**config.mk**
```make
export PLATFORM = sky130hd
export DESIGN_NAME = length_framed_byte_deframer_flat
export DESIGN_NICKNAME = d
export VERILOG_FILES = /design/src/hdl/dfr_pkg.sv /design/src/hdl/dfr_in_if.sv /design/src/hdl/dfr_out_if.sv /design/src/hdl/length_framed_byte_deframer.sv /design/src/hdl/dfr_cfg_regs.sv /design/src/hdl/dfr_parser.sv /design/src/flat_wrapper.sv
export SDC_FILE = /design/constraint.sdc
export NUM_CORES = 1
export LEC_CHECK = 0
export BUFFER_PORTS_ARGS = -buffer_cell sky130_fd_sc_hd__buf_2
export CAP_MARGIN = 20
export CORE_MARGIN = 5
export CORE_UTILIZATION = 63
export CTS_CLUSTER_DIAMETER = 120
export DETAILED_ROUTE_END_ITERATION = 12
export GPL_TIMING_DRIVEN = 1
export MAX_ROUTING_LAYER = met4
export PLACE_DENSITY = 0.83
export SLEW_MARGIN = 0
export SYNTH_ARGS = -nofsm -noshare
export SYNTH_HDL_FRONTEND = slang
export SYNTH_SLANG_ARGS = --single-unit
```
**constraint.sdc**
```tcl
create_clock -name clk -period 4.05 [get_ports clk]
set_input_delay 0.405 -clock clk [delete_from_list [all_inputs] [get_ports clk]]
set_output_delay 0.405 -clock clk [all_outputs]
set_load 0.005 [all_outputs]
```
**src/hdl/dfr_pkg.sv**
```systemverilog
// dfr_pkg: shared constants, types and codes of the length framed byte deframer
// no dependencies; compiled first
`default_nettype none

package dfr_pkg;

    // largest frame the buffer holds, in bytes
    localparam int MAX_FRAME = 1024;

    // write position must reach MAX_FRAME itself after the tail byte
    localparam int WIDX_W = $clog2(MAX_FRAME + 1);
    // payload byte count stays below MAX_FRAME
    localparam int CNT_W  = $clog2(MAX_FRAME);

    localparam logic [16:0] FRAME_LIMIT = 17'(MAX_FRAME);
    localparam logic [16:0] FRAME_OVERHEAD = 17'd6;

    localparam logic [7:0] CTRL_MASK  = 8'hF0;
    localparam logic [7:0] HEAD_RESET = 8'hAA;
    localparam logic [7:0] TAIL_RESET = 8'h55;

    localparam int STORE_INDEX_W  = 10;
    localparam int FRAME_LENGTH_W = 11;

    // configuration register indexes
    localparam logic REG_HEAD = 1'b0;
    localparam logic REG_TAIL = 1'b1;

    typedef enum logic [2:0] {
        PH_IDLE  = 3'd0,
        PH_CTRL  = 3'd1,
        PH_LEN   = 3'd2,
        PH_DATA  = 3'd3,
        PH_CHECK = 3'd4,
        PH_TAIL  = 3'd5
    } phase_t;

    typedef enum logic [2:0] {
        EV_NONE     = 3'd0,
        EV_DONE     = 3'd1,
        EV_BAD_HEAD = 3'd2,
        EV_BAD_CTRL = 3'd3,
        EV_BAD_TAIL = 3'd4,
        EV_OVERFLOW = 3'd5
    } event_t;

    typedef struct packed {
        logic [7:0] head_byte;
        logic [7:0] tail_byte;
    } cfg_t;

    typedef struct packed {
        logic                      store_valid;
        logic [STORE_INDEX_W-1:0]  store_index;
        logic [7:0]                store_byte;
        event_t                    event_code;
        logic [FRAME_LENGTH_W-1:0] frame_length;
    } result_t;

endpackage

`default_nettype wire

```
**src/hdl/dfr_in_if.sv**
```systemverilog
// dfr_in_if: request channel carrying one received link byte
// depends on nothing but the valid/ready handshake convention
`default_nettype none

interface dfr_in_if;
    logic       valid;
    logic       ready;
    logic [7:0] in_byte;

    modport source (output valid, output in_byte, input ready);
    modport sink   (input valid, input in_byte, output ready);
endinterface

`default_nettype wire

```
**src/hdl/dfr_out_if.sv**
```systemverilog
// dfr_out_if: result channel carrying store and event fields per request
// depends on dfr_pkg for field widths
`default_nettype none

interface dfr_out_if;
    logic                                valid;
    logic                                ready;
    logic                                store_valid;
    logic [dfr_pkg::STORE_INDEX_W-1:0]   store_index;
    logic [7:0]                          store_byte;
    logic [2:0]                          event_code;
    logic [dfr_pkg::FRAME_LENGTH_W-1:0]  frame_length;

    modport source (output valid, output store_valid, output store_index,
                    output store_byte, output event_code, output frame_length,
                    input ready);
    modport sink   (input valid, input store_valid, input store_index,
                    input store_byte, input event_code, input frame_length,
                    output ready);
endinterface

`default_nettype wire

```
**src/hdl/length_framed_byte_deframer.sv**
```systemverilog
// length_framed_byte_deframer: a request passes the input register, then the result
// register; throughput one byte per cycle while the result channel is drained
// a request is taken while a result waits, as long as the input register is free
// reset: async active low, parser idle, counters zero, head 0xAA, tail 0x55
// top level: input register, parser and result register; uses dfr_pkg,
// dfr_in_if, dfr_out_if, dfr_cfg_regs and dfr_parser
`default_nettype none

module length_framed_byte_deframer
(
    input  wire logic        clk,
    input  wire logic        rst_n,
    dfr_in_if.sink           link,
    dfr_out_if.source        result,
    input  wire logic        wr_en,
    input  wire logic        wr_index,
    input  wire logic [7:0]  wr_data
);
    import dfr_pkg::*;

    cfg_t       cfg;
    result_t    step_res;
    result_t    res_reg;
    logic       in_vld_reg;
    logic [7:0] in_byte_reg;
    logic       out_vld_reg;
    logic       advance;

    // held byte moves on when the result register is empty or being drained
    assign advance     = in_vld_reg && (!out_vld_reg || result.ready);
    assign link.ready  = !in_vld_reg || advance;

    always_ff @(posedge clk or negedge rst_n)
    begin
        if (!rst_n)
        begin
            in_vld_reg  <= 1'b0;
            out_vld_reg <= 1'b0;
        end
        else
        begin
            if (link.ready)
                in_vld_reg <= link.valid;
            if (advance)
                out_vld_reg <= 1'b1;
            else if (result.ready)
                out_vld_reg <= 1'b0;
        end
    end

    always_ff @(posedge clk)
    begin
        if (link.ready && link.valid)
            in_byte_reg <= link.in_byte;
        if (advance)
            res_reg <= step_res;
    end

    dfr_cfg_regs u_cfg
    (
        .clk      (clk),
        .rst_n    (rst_n),
        .wr_en    (wr_en),
        .wr_index (wr_index),
        .wr_data  (wr_data),
        .cfg      (cfg)
    );

    dfr_parser u_parser
    (
        .clk     (clk),
        .rst_n   (rst_n),
        .step_en (advance),
        .in_byte (in_byte_reg),
        .cfg     (cfg),
        .res     (step_res)
    );

    assign result.valid        = out_vld_reg;
    assign result.store_valid  = res_reg.store_valid;
    assign result.store_index  = res_reg.store_index;
    assign result.store_byte   = res_reg.store_byte;
    assign result.event_code   = res_reg.event_code;
    assign result.frame_length = res_reg.frame_length;

endmodule

`default_nettype wire

```
**src/hdl/dfr_cfg_regs.sv**
```systemverilog
// dfr_cfg_regs: head and tail match byte registers behind the write port
// depends on dfr_pkg
`default_nettype none

module dfr_cfg_regs
(
    input  wire logic        clk,
    input  wire logic        rst_n,
    input  wire logic        wr_en,
    input  wire logic        wr_index,
    input  wire logic [7:0]  wr_data,
    output dfr_pkg::cfg_t    cfg
);
    import dfr_pkg::*;

    logic [7:0] head_reg;
    logic [7:0] tail_reg;

    always_ff @(posedge clk or negedge rst_n)
    begin
        if (!rst_n)
        begin
            head_reg <= HEAD_RESET;
            tail_reg <= TAIL_RESET;
        end
        else if (wr_en)
        begin
            unique case (wr_index)
                REG_HEAD: head_reg <= wr_data;
                REG_TAIL: tail_reg <= wr_data;
                default:  head_reg <= head_reg;
            endcase
        end
    end

    assign cfg.head_byte = head_reg;
    assign cfg.tail_byte = tail_reg;

endmodule

`default_nettype wire

```
**src/hdl/dfr_parser.sv**
```systemverilog
// dfr_parser: frame phase machine, counters and per-byte result logic
// depends on dfr_pkg; driven by the input register of the top level
`default_nettype none

module dfr_parser
(
    input  wire logic          clk,
    input  wire logic          rst_n,
    input  wire logic          step_en,
    input  wire logic [7:0]    in_byte,
    input  wire dfr_pkg::cfg_t cfg,
    output dfr_pkg::result_t   res
);
    import dfr_pkg::*;

    phase_t             phase_reg, phase_next;
    logic [15:0]        pl_reg, pl_next;
    logic [CNT_W-1:0]   cnt_reg, cnt_next;
    logic [WIDX_W-1:0]  widx_reg, widx_next;

    always_ff @(posedge clk or negedge rst_n)
    begin
        if (!rst_n)
        begin
            phase_reg <= PH_IDLE;
            pl_reg    <= '0;
            cnt_reg   <= '0;
            widx_reg  <= '0;
        end
        else if (step_en)
        begin
            phase_reg <= phase_next;
            pl_reg    <= pl_next;
            cnt_reg   <= cnt_next;
            widx_reg  <= widx_next;
        end
    end

    always_comb
    begin
        logic [WIDX_W-1:0]                widx_base;
        logic [WIDX_W-1:0]                widx_inc;
        logic [CNT_W-1:0]                 cnt_inc;
        logic [16:0]                      len_total;
        logic                             store;
        event_t                           ev;
        logic [WIDX_W+STORE_INDEX_W-1:0]  idx_ext;
        logic [WIDX_W+FRAME_LENGTH_W-1:0] len_ext;
        logic                             done;

        phase_next = phase_reg;
        pl_next    = pl_reg;
        cnt_next   = cnt_reg;
        store      = 1'b0;
        ev         = EV_NONE;
        done       = 1'b0;
        cnt_inc    = cnt_reg + CNT_W'(1);
        len_total  = '0;
        widx_base  = widx_reg;

        unique case (phase_reg)
            PH_CTRL:
            begin
                if ((in_byte & CTRL_MASK) != 8'h00)
                begin
                    store      = 1'b1;
                    phase_next = PH_LEN;
                end
                else
                begin
                    ev         = EV_BAD_CTRL;
                    phase_next = PH_IDLE;
                end
            end
            PH_LEN:
            begin
                store   = 1'b1;
                pl_next = {pl_reg[7:0], in_byte};
                if (cnt_reg == CNT_W'(1))
                begin
                    // second length byte: frame size check
                    cnt_next  = '0;
                    len_total = {1'b0, pl_next} + FRAME_OVERHEAD;
                    if (len_total > FRAME_LIMIT)
                    begin
                        ev         = EV_OVERFLOW;
                        phase_next = PH_IDLE;
                    end
                    else
                    begin
                        phase_next = PH_DATA;
                    end
                end
                else
                begin
                    cnt_next = cnt_inc;
                end
            end
            PH_DATA:
            begin
                store = 1'b1;
                if (pl_reg != 16'h0000)
                begin
                    if (cnt_inc == pl_reg[CNT_W-1:0])
                    begin
                        phase_next = PH_CHECK;
                        cnt_next   = '0;
                        pl_next    = '0;
                    end
                    else
                    begin
                        cnt_next = cnt_inc;
                    end
                end
                else
                begin
                    // empty payload: this byte is the check byte
                    cnt_next   = '0;
                    phase_next = PH_TAIL;
                end
            end
            PH_CHECK:
            begin
                store      = 1'b1;
                cnt_next   = '0;
                phase_next = PH_TAIL;
            end
            PH_TAIL:
            begin
                if (in_byte == cfg.tail_byte)
                begin
                    store = 1'b1;
                    ev    = EV_DONE;
                    done  = 1'b1;
                end
                else
                begin
                    ev = EV_BAD_TAIL;
                end
                phase_next = PH_IDLE;
            end
            default:
            begin
                // idle and unused codes: counters cleared, byte is the head
                pl_next   = '0;
                cnt_next  = '0;
                widx_base = '0;
                if (in_byte == cfg.head_byte)
                begin
                    store      = 1'b1;
                    phase_next = PH_CTRL;
                end
                else
                begin
                    ev         = EV_BAD_HEAD;
                    phase_next = PH_IDLE;
                end
            end
        endcase

        widx_inc  = widx_base + WIDX_W'(1);
        widx_next = store ? widx_inc : widx_base;

        idx_ext = {{STORE_INDEX_W{1'b0}}, widx_base};
        len_ext = {{FRAME_LENGTH_W{1'b0}}, widx_inc};

        res.store_valid  = store;
        res.store_index  = store ? idx_ext[STORE_INDEX_W-1:0] : '0;
        res.store_byte   = store ? in_byte : 8'h00;
        res.event_code   = ev;
        res.frame_length = done ? len_ext[FRAME_LENGTH_W-1:0] : '0;
    end

`ifndef SYNTHESIS
    a_done_stores: assert property (@(posedge clk) disable iff (!rst_n)
        (step_en && res.event_code == EV_DONE) |-> res.store_valid)
        else $error("frame complete without storing the tail byte");

    a_len_count: assert property (@(posedge clk) disable iff (!rst_n)
        (phase_reg == PH_LEN) |-> (cnt_reg <= CNT_W'(1)))
        else $error("length byte count beyond two bytes");

    a_data_count: assert property (@(posedge clk) disable iff (!rst_n)
        (phase_reg == PH_DATA) |->
            ((pl_reg == 16'h0000) || (cnt_reg < pl_reg[CNT_W-1:0])))
        else $error("payload count passed the payload length");

    a_widx_started: assert property (@(posedge clk) disable iff (!rst_n)
        (phase_reg != PH_IDLE) |-> (widx_reg != '0))
        else $error("frame in progress with empty buffer position");

    a_widx_bound: assert property (@(posedge clk) disable iff (!rst_n)
        step_en |=> ({{(32-WIDX_W){1'b0}}, widx_reg} <= 32'(MAX_FRAME)))
        else $error("buffer position beyond the frame limit");
`endif

endmodule

`default_nettype wire
```
**src/flat_wrapper.sv**
```systemverilog
// flat-port wrapper written by rule: the top's interface ports become plain ports
module length_framed_byte_deframer_flat import dfr_pkg::*;
  (clk, rst_n, wr_en, wr_index, wr_data, link_valid, link_in_byte, link_ready, result_valid, result_store_valid, result_store_index, result_store_byte, result_event_code, result_frame_length, result_ready);
  dfr_in_if link_i ();
  dfr_out_if result_i ();
  input  wire logic clk;
  input  wire logic rst_n;
  input  wire logic wr_en;
  input  wire logic wr_index;
  input  wire logic [7:0] wr_data;
  input wire logic [$bits(link_i.valid)-1:0] link_valid;
  input wire logic [$bits(link_i.in_byte)-1:0] link_in_byte;
  output wire logic [$bits(link_i.ready)-1:0] link_ready;
  output wire logic [$bits(result_i.valid)-1:0] result_valid;
  output wire logic [$bits(result_i.store_valid)-1:0] result_store_valid;
  output wire logic [$bits(result_i.store_index)-1:0] result_store_index;
  output wire logic [$bits(result_i.store_byte)-1:0] result_store_byte;
  output wire logic [$bits(result_i.event_code)-1:0] result_event_code;
  output wire logic [$bits(result_i.frame_length)-1:0] result_frame_length;
  input wire logic [$bits(result_i.ready)-1:0] result_ready;
  assign link_i.valid = link_valid;
  assign link_i.in_byte = link_in_byte;
  assign link_ready = link_i.ready;
  assign result_valid = result_i.valid;
  assign result_store_valid = result_i.store_valid;
  assign result_store_index = result_i.store_index;
  assign result_store_byte = result_i.store_byte;
  assign result_event_code = result_i.event_code;
  assign result_frame_length = result_i.frame_length;
  assign result_i.ready = result_ready;
  length_framed_byte_deframer u_core (.clk(clk), .rst_n(rst_n), .link(link_i), .result(result_i), .wr_en(wr_en), .wr_index(wr_index), .wr_data(wr_data));
endmodule
```
==> results of run 1 <==
## cell usage in the layout (no fill, tap or decap), drive strengths merged, types with 6 or more instances in the layout
cell / instances
clkbuf: 11
nor4: 6
inv: 15
dfrtp: 50
nor3: 8
nor2b: 6
xnor2: 25
xor2: 8
edfxtp: 41
and2: 9
and3: 24
mux2: 16
o31ai: 10
nand4: 8
nand2b: 8
a21oi: 17
dfstp: 8
nor2: 28
o21ai: 45
buf: 65
nand2: 61
nand3: 18
## cell usage after synthesis, drive strengths merged (2+ instances only)
cell type and number:
a21oi 17, o211ai 3, nor4b 3, o2111ai 2, nand3 18, and2 9, dfstp 8, nand2 61
o41ai 2, or4 4, nor2 28, xor2 8, xnor2 25, nand3b 3, nor4 6, edfxtp 41
o21ai 45, mux2 16, nor3b 2, buf 3, nand4 8, mux2i 4, o2bb2ai 2, clkbuf 24
and3 24, inv 12, or3 2, o31ai 10, nor2b 6, dfrtp 50, nand2b 8, a311oi 2
nor3 8, ha 4
## power by group through the flow
| stage | Sequential (mW) | Combinational (mW) | Clock [mW] |
|---|---|---|---|
| CTS | 1.50 | 1.12 | 0.615 |
| global route | 1.54 | 1.25 | 0.664 |
| floorplan | 1.41 | 0.898 | 0 |
| detailed placement | 1.52 | 1.11 | 0 |
| finish | 1.51 | 1.13 | 0.605 |
| global placement | 1.51 | 1.08 | 0 |
## cell type report
type	instances	area share
timing repair buffer	65	0.0621
clock inverter	5	0.00782
sequential	99	0.481
inverter	13	0.00871
clock buffer	11	0.0252
multi-input combinational	351	0.393
tap	102	0.0228
## per-layer routing
| metal | vias up | global-route usage | wire length [µm] |
|---|---|---|---|
| met5 | - | - | 0 |
| met4 | 0 | 0.0662 | 188 |
| met3 | 21 | 0.0396 | 690 |
| met2 | 157 | 0.376 | 5470 |
| met1 | 1889 | 0.311 | 4720 |
| li1 | 1865 | - | - |
## path summary, 6_finish.rpt
check,from,to
worst max-delay path,u_core.u_parser.phase_reg[2],u_core.result.frame_length[10]
worst min-delay path,rst_n,u_core.in_vld_reg
worst max register to register,u_core.u_parser.phase_reg[2],u_core.result.frame_length[10]
worst min register to register,u_core.in_vld_reg,u_core.result.valid
max in group asynchronous,rst_n,u_core.u_cfg.head_reg[0]
min in group clk,link_in_byte[4],u_core.in_byte_reg[4]
## worst max-delay path: cells and delay by family (launching register included)
kind | cells | cell delay (ns)
xor gates and xnor gates | 1 | 0.13
and+or+nand+nor | 9 | 1.95
adders and majority gates | 1 | 0.31
DFF | 1 | 0.51
## cells by family after synthesis
kind of cell             synth area share
XOR/XNOR                           0.0568
adder cells (fa/ha/maj)           0.00983
buffers and inverters              0.0388
flip-flops                          0.529
AND/OR/NAND/NOR                     0.201
multiplexers                       0.0433
AO/OA/AOI/OAI                       0.122
==> results.json, run 1 <==
{
  "outcome": "finished clean",
  "place_hpwl_mm": 7.76,
  "vias": 3932,
  "antenna_found_initial": 0,
  "cts_hold_buf": 0,
  "synth-seq-cells": 99,
  "hold_viol_final": 0,
  "clockRootBuffer": "clkbuf_8",
  "io_pins": 57,
  "numPlacedInstances": 629,
  "pwr-share-clk": 0.186,
  "initial_utilization": 0.652,
  "grt_pass1_wl_mm": 18.2,
  "critPathArrivalTime_ns": 3.26,
  "power_leakage_nw": 2.29,
  "power_frac_seq": 0.466,
  "r2r_cells": 11,
  "pwr-share-comb": 0.348,
  "largest_register_ffs": 16,
  "rrSetupSlack_ns": 0.90,
  "clock.fmax_ghz": 0.318,
  "hold_class": "in2async",
  "cts_resized": 0,
  "die_area_mm2": 0.00998,
  "grt_pass1_vias": 3598,
  "port_buffers": 56,
  "first_pass_iters": 5,
  "rsz0062_at_grt": "false",
  "utilization": 0.718,
  "setup_slack_ns": 0.902,
  "power_per_cell_area_mw_per_mm2": 580,
  "swShare": 0.387,
  "final-max-slew-violation-count": 0,
  "place_ws_ns": 0.956,
  "yosysTopAreaCellShare": 0.246,
  "synth_top_area_cell": "dfrtp_1",
  "final_nets": 565,
  "clk_pin_slew_ns": 0.10,
  "synth_nets": 516,
  "n_antenna_cell": 0,
  "n_fill_cell": 602,
  "clk_latency_ns": 0.36,
  "placed_cell_area_mm2": 0.00541,
  "synth_edf_count": 41,
  "endpoint_kind": "register",
  "max_slew_margin": 0.504,
  "multi_input_area_mm2": 0.00220,
  "worst_slew_pin_slew_ns": 0.744,
  "cp-start-kind": "register",
  "finalWirelength_mm": 11.1,
  "cts_tree": "yes",
  "track_usage": 0.235,
  "drive_above_1_share": 0.215,
  "drt_iter0_drc": 323,
  "drcViolationCount": 0,
  "grt_max_degree": 59,
  "p_total_mw": 3.25,
  "area_growth_pct": 10.1,
  "regArea_mm2": 0.00269,
  "worstPathCellList": "and2_1, or2_2, nor2_1, ha_1, and3_1, nand3_1, nor2_1, and3_1, and3_1, xnor2_1, nor2_1",
  "die_w_um": 99.9,
  "fin_crit_sh": 0.777,
  "stdcell_count": 646,
  "num_rows": 32,
  "clock-sinks": 99,
  "max_cap_violations": 0,
  "synth_area_mm2": 0.00509,
  "holdWs_ns": 0.181,
  "gp_congestion": 0.921,
  "worstSetupPathType": "reg2reg",
  "fin_skew_ns": 0.0142,
  "die_h_um": 99.9,
  "ys_async_sr_fraction": 0.586,
  "viasPerCell": 6.09,
  "power_switching_mw": 1.26,
  "ant_nets": 0,
  "syn_avg_cell_area_um2": 10.4,
  "cp_slowest_cell": "dfrtp_1",
  "setup-violations-final": 0,
  "crit_required_ns": 4.16,
  "max_stage_delay_ns": 0.51,
  "clk_path_buf_depth": 2,
  "vdd_drop_max_mv": 0.305,
  "grt_overflow": 0,
  "fin_tns_setup_ns": 0,
  "synthFlopType": "dfrtp_1",
  "period_needed_ns": 3.15,
  "core-area_mm2": 0.00781,
  "post_cts_buffers": 0,
  "numCtsBuffers": 9,
  "htree_levels": 3,
  "fin_area_mm2": 0.00560,
  "path_max_fanout": 13,
  "syn_inst": 490,
  "synth_seq_area_share": 0.529,
  "synth_cell_type_count": 67,
  "yosys_warnings": 0,
  "synth.area.top_cells": "dfrtp_1 25%, edfxtp_1 24%, nand2_1 4.5%, xnor2_1 4.3%, dfstp_2 4.1%",
  "wl_per_cell_um": 17.1,
  "p_int_mw": 1.99
}
Power figures use the tool's default switching activity.
==> inputs of run 2 (changes only) <==
--- a/config.mk
+++ b/config.mk
@@ -8,12 +8,12 @@
 export BUFFER_PORTS_ARGS = -buffer_cell sky130_fd_sc_hd__buf_2
 export CAP_MARGIN = 20
 export CORE_MARGIN = 5
-export CORE_UTILIZATION = 63
+export CORE_UTILIZATION = 59
 export CTS_CLUSTER_DIAMETER = 120
 export DETAILED_ROUTE_END_ITERATION = 12
 export GPL_TIMING_DRIVEN = 1
 export MAX_ROUTING_LAYER = met4
-export PLACE_DENSITY = 0.83
+export PLACE_DENSITY = 0.78
 export SLEW_MARGIN = 0
 export SYNTH_ARGS = -nofsm -noshare
 export SYNTH_HDL_FRONTEND = slang
==> constraint.sdc (replaced) <==
create_clock -name clk -period 2.9 [get_ports clk]
set_input_delay 0.29 -clock clk [delete_from_list [all_inputs] [get_ports clk]]
set_output_delay 0.29 -clock clk [all_outputs]
set_load 0.005 [all_outputs]
==> run 2 against run 1 <==
Effect of this change: critical path depth decreased by 3; largest power group unchanged; clock skew is 0.0016 ns higher; highest routed layer unchanged; final area increased by 1.9%; utilization shrank 3.0 points; combinational power grew 50%; critical endpoint is now u_core.u_parser.phase_reg[0]; flip-flop and latch count is the same.
==> results.json, run 2 (synthesized netlist as in run 1, its figures left out) <==
{
  "final_nets": 577,
  "fin_tns_setup_ns": 0,
  "max_slew_margin": 0.432,
  "clockRootBuffer": "clkbuf_8",
  "numCtsBuffers": 9,
  "final_common_cell": "nand2_1",
  "fin_skew_ns": 0.0158,
  "critPathArrivalTime_ns": 2.99,
  "htree_levels": 3,
  "max_stage_delay_ns": 0.61,
  "stdcell_count": 661,
  "io_pins": 57,
  "grt_max_degree": 41,
  "cp_slowest_cell": "or4b_2",
  "cp-start-kind": "register",
  "power_per_cell_area_mw_per_mm2": 817,
  "die_h_um": 103,
  "setup-violations-final": 0,
  "first_pass_iters": 5,
  "rsz0062_at_grt": "false",
  "grt_pass1_vias": 3805,
  "initial_utilization": 0.613,
  "drt_iter0_drc": 279,
  "endpoint_kind": "register",
  "largest_register_ffs": 16,
  "hold_viol_final": 0,
  "final-max-slew-violation-count": 0,
  "wl_per_cell_um": 17.5,
  "placed_cell_area_mm2": 0.00550,
  "die_w_um": 103,
  "critPathBufInv": 1,
  "vias": 3971,
  "max_cap_violations": 0,
  "viasPerCell": 6.01,
  "ant_nets": 0,
  "holdWs_ns": 0.0910,
  "regArea_mm2": 0.00269,
  "place_ws_ns": 0.259,
  "crit_required_ns": 3.19,
  "place_hpwl_mm": 8.14,
  "layout_common_cells": "61 x nand2_1, 56 x buf_2, 50 x dfrtp_1",
  "fin_area_mm2": 0.00571,
  "post_cts_buffers": 0,
  "outcome": "finished clean",
  "setup_slack_ns": 0.198,
  "cts_tree": "yes",
  "clock.fmax_ghz": 0.370,
  "period_needed_ns": 2.70,
  "n_fill_cell": 650,
  "critPathTopFamily": "simple AND/OR/NAND/NOR gates",
  "utilization": 0.688,
  "track_usage": 0.239,
  "clock-sinks": 99,
  "antenna_found_initial": 0,
  "clk_pin_slew_ns": 0.09,
  "path_max_fanout": 5,
  "grt_overflow": 0,
  "numPlacedInstances": 643,
  "drive_above_1_share": 0.230,
  "clk_latency_ns": 0.38,
  "finalWirelength_mm": 11.5,
  "die_area_mm2": 0.0106,
  "port_buffers": 56,
  "hold_class": "in2reg",
  "core-area_mm2": 0.00830,
  "vdd_drop_max_mv": 0.456,
  "worst_slew_pin_slew_ns": 0.844,
  "power_leakage_nw": 2.35,
  "fin_crit_sh": 0.932,
  "p_total_mw": 4.66,
  "worstPathCellList": "inv_1, ha_1, or4b_2, or4_4, a211oi_2, o211ai_2, a221o_1, mux2i_1",
  "area_growth_pct": 12.2,
  "gp_congestion": 0.912,
  "n_antenna_cell": 0,
  "multi_input_area_mm2": 0.00220,
  "grt_pass1_wl_mm": 18.9,
  "worstSetupPathType": "reg2reg",
  "drcViolationCount": 0,
  "num_rows": 33,
  "clk_path_buf_depth": 2
}
-- run 2: final cells by class --
class,count,area share
clock buffer,11,0.0230
sequential,99,0.472
inverter,13,0.00855
clock inverter,5,0.0110
tap,105,0.0230
multi-input combinational,351,0.386
timing repair buffer,77,0.0771
-- run 2: timing repair --
item                                    CTS  global route
endpoints found under the setup margin    0             4
hold endpoints to repair                 10             0
hold buffers                              1             0
gates resized for setup                   0             1
-- run 2: layer usage --
| layer | track usage | routed length (µm) | vias up |
|---|---|---|---|
| li1 | - | - | 1889 |
| met1 | 0.323 | 4930 | 1946 |
| met2 | 0.373 | 5820 | 123 |
| met3 | 0.0433 | 636 | 13 |
| met4 | 0.0697 | 158 | 0 |
| met5 | - | 0 | - |
-- run 2: final timing paths --
kind,from,slack [ns],endpoint,cells after the start
max in group asynchronous,rst_n,1.64,u_core.u_parser.widx_reg[1],3
max,u_core.in_byte_reg[1],0.20,u_core.u_parser.phase_reg[0],8
min reg2reg,u_core.in_vld_reg,0.49,u_core.result.valid,1
min in group asynchronous,rst_n,0.38,u_core.u_cfg.head_reg[4],2
min,link_in_byte[4],0.09,u_core.in_byte_reg[4],1
max reg2reg,u_core.in_byte_reg[1],0.20,u_core.u_parser.phase_reg[0],8
-- run 2: report_power, final --
group | leakage [nW] | switching, mW | internal [mW]
clock | 0.0901 | 0.499 | 0.405
sequential | 1.15 | 0.294 | 1.77
combinational | 1.11 | 0.982 | 0.709
total | 2.35 | 1.78 | 2.89
==> inputs of run 3 (changes only) <==
--- a/config.mk
+++ b/config.mk
@@ -12,7 +12,6 @@
 export CTS_CLUSTER_DIAMETER = 120
 export DETAILED_ROUTE_END_ITERATION = 12
 export GPL_TIMING_DRIVEN = 1
-export MAX_ROUTING_LAYER = met4
 export PLACE_DENSITY = 0.78
 export SLEW_MARGIN = 0
 export SYNTH_ARGS = -nofsm -noshare
==> run 3 against run 2 <==
Effect of this change: non-clock buffer count shrank 1; utilization shrank 0.30 points; register-to-register slack is essentially flat; sequential power is essentially flat; critical endpoint is now u_core.result.frame_length[10]; largest power group unchanged; highest routed layer unchanged.
==> results.json, run 3 (synthesized netlist as in run 1, its figures left out) <==
{
  "outcome": "finished clean",
  "endpoint_kind": "register",
  "met2_usage": 0.365,
  "hold_class": "in2reg",
  "crit_required_ns": 3.01,
  "die_w_um": 103,
  "grt_overflow": 0,
  "vdd_drop_max_mv": 0.427,
  "io_pins": 57,
  "viasPerCell": 5.95,
  "final_common_cell": "nand2_1",
  "max_stage_delay_ns": 0.49,
  "rsz0062_at_grt": "false",
  "ant_nets": 0,
  "grt_pass1_vias": 3713,
  "area_growth_pct": 11.7,
  "final_nets": 576,
  "drive_above_1_share": 0.229,
  "port_buffers": 56,
  "final-max-slew-violation-count": 0,
  "worstSetupPathType": "reg2reg",
  "worstPathCellList": "and2_1, or2_2, nor2_1, ha_1, and3_1, nand3_1, nor2_1, and3_1, and3_1, xnor2_1, nor2_1",
  "clock.fmax_ghz": 0.372,
  "fin_skew_ns": 0.0156,
  "max_cap_violations": 0,
  "worst_slew_pin_slew_ns": 0.946,
  "clock-sinks": 99,
  "stdcell_count": 660,
  "antenna_found_initial": 0,
  "power_per_cell_area_mw_per_mm2": 802,
  "drt_iter0_drc": 259,
  "fin_tns_setup_ns": 0,
  "grtUsageMet3": 0.0352,
  "hp-start": "link_in_byte[4]",
  "critPathArrivalTime_ns": 2.80,
  "numCtsBuffers": 9,
  "finalWirelength_mm": 11.0,
  "setup-violations-final": 0,
  "first_pass_iters": 4,
  "htree_levels": 3,
  "utilization": 0.685,
  "critPathBufInv": 0,
  "hold_depth": 1,
  "initial_utilization": 0.613,
  "use_met1": 0.306,
  "grt-busiest-layer": "met2",
  "power_leakage_nw": 2.34,
  "reg2reg_to": "u_core.result.frame_length[10]",
  "die_h_um": 103,
  "drcViolationCount": 0,
  "cts_tree": "yes",
  "path_max_fanout": 11,
  "holdWs_ns": 0.0974,
  "wl_per_cell_um": 16.7,
  "hold_path_end": "u_core.in_byte_reg[4]",
  "numPlacedInstances": 642,
  "gp_congestion": 0.908,
  "max_slew_margin": 0.363,
  "r2r_cells": 11,
  "die_area_mm2": 0.0106,
  "clockRootBuffer": "clkbuf_8",
  "critPathTopFamily": "simple AND/OR/NAND/NOR gates",
  "num_rows": 33,
  "n_fill_cell": 638,
  "grt_pass1_wl_mm": 18.5,
  "fin_crit_sh": 0.927,
  "grt_max_degree": 41,
  "rrSetupSlack_ns": 0.21,
  "clk_latency_ns": 0.36,
  "cp_slowest_cell": "dfrtp_1",
  "layout_common_cells": "61 x nand2_1, 56 x buf_2, 50 x dfrtp_1",
  "core-area_mm2": 0.00830,
  "largest_register_ffs": 16,
  "clk_path_buf_depth": 2,
  "hold_viol_final": 0,
  "n_antenna_cell": 0,
  "place_hpwl_mm": 7.90,
  "r2r_start": "u_core.u_parser.phase_reg[1]",
  "track_usage": 0.223,
  "cp-start-kind": "register",
  "period_needed_ns": 2.69,
  "vias": 3928,
  "clk_pin_slew_ns": 0.10
}
-- run 3: changes by cell type in the layout (fill, tap and decap cells not counted) --
cell       before  now
clkinv_4        1    0
inv_6           1    2
ha_1            3    4
o21ai_1         3    2
ha_2            1    0
inv_8           0    1
buf_4          20   19
o21ai_2         0    1
bufinv_16       1    0
-- run 3: worst max path at each step --
| stage | slack [ns] | start | end | depth (start not counted) |
|---|---|---|---|---|
| after floorplan | 0.29 | u_core.in_byte_reg[1] | u_core.u_parser.phase_reg[0] | 9 |
| after global placement | 0.32 | u_core.in_byte_reg[4] | u_core.u_parser.phase_reg[0] | 6 |
| after detailed placement | 0.19 | u_core.u_parser.cnt_reg[2] | u_core.u_parser.cnt_reg[3] | 7 |
| after CTS | 0.15 | u_core.u_parser.cnt_reg[0] | u_core.u_parser.cnt_reg[3] | 8 |
| after global routing | 0.05 | u_core.in_byte_reg[2] | u_core.u_parser.phase_reg[1] | 9 |
| final | 0.21 | u_core.u_parser.phase_reg[1] | u_core.result.frame_length[10] | 11 |
-- run 3: through the flow --
step | power [mW] | worst slack, ns | area, µm²
floorplan | 3.23 | 0.289 | 5090
global placement | 3.67 | 0.322 | 5490
detailed placement | 3.73 | 0.188 | 5490
CTS | 4.55 | 0.155 | 5670
global route | 4.88 | 0.0540 | 5690
finish | 4.56 | 0.212 | 5690
-- run 3: layer usage --
layer	wire length, µm	share of wire
met5	0	0
met4	174	0.016
met3	763	0.069
met2	5440	0.49
met1	4610	0.42
-- run 3: timing repair --
action | in CTS | in global routing
hold buffers | 1 | 0
hold endpoints to repair | 10 | 0
resized for setup | 0 | 1
setup endpoints to repair | 0 | 7
buffers inserted | 0 | 0
-- run 3: cell type report --
class | count | area [µm²] | area share
inverters | 13 | 48.8 | 0.00858
multi-input cells | 351 | 2200 | 0.388
flip-flops and latches | 99 | 2690 | 0.474
clock buffers | 11 | 131 | 0.0231
clock inverters | 5 | 43.8 | 0.00770
repair buffers | 76 | 433 | 0.0761
well taps | 105 | 131 | 0.0231
-- run 3: power breakdown --
part           switching (mW)  internal (mW)  leakage [nW]
clock                   0.484          0.325        0.0825
sequential              0.305           1.77          1.15
combinational           0.969          0.702          1.10
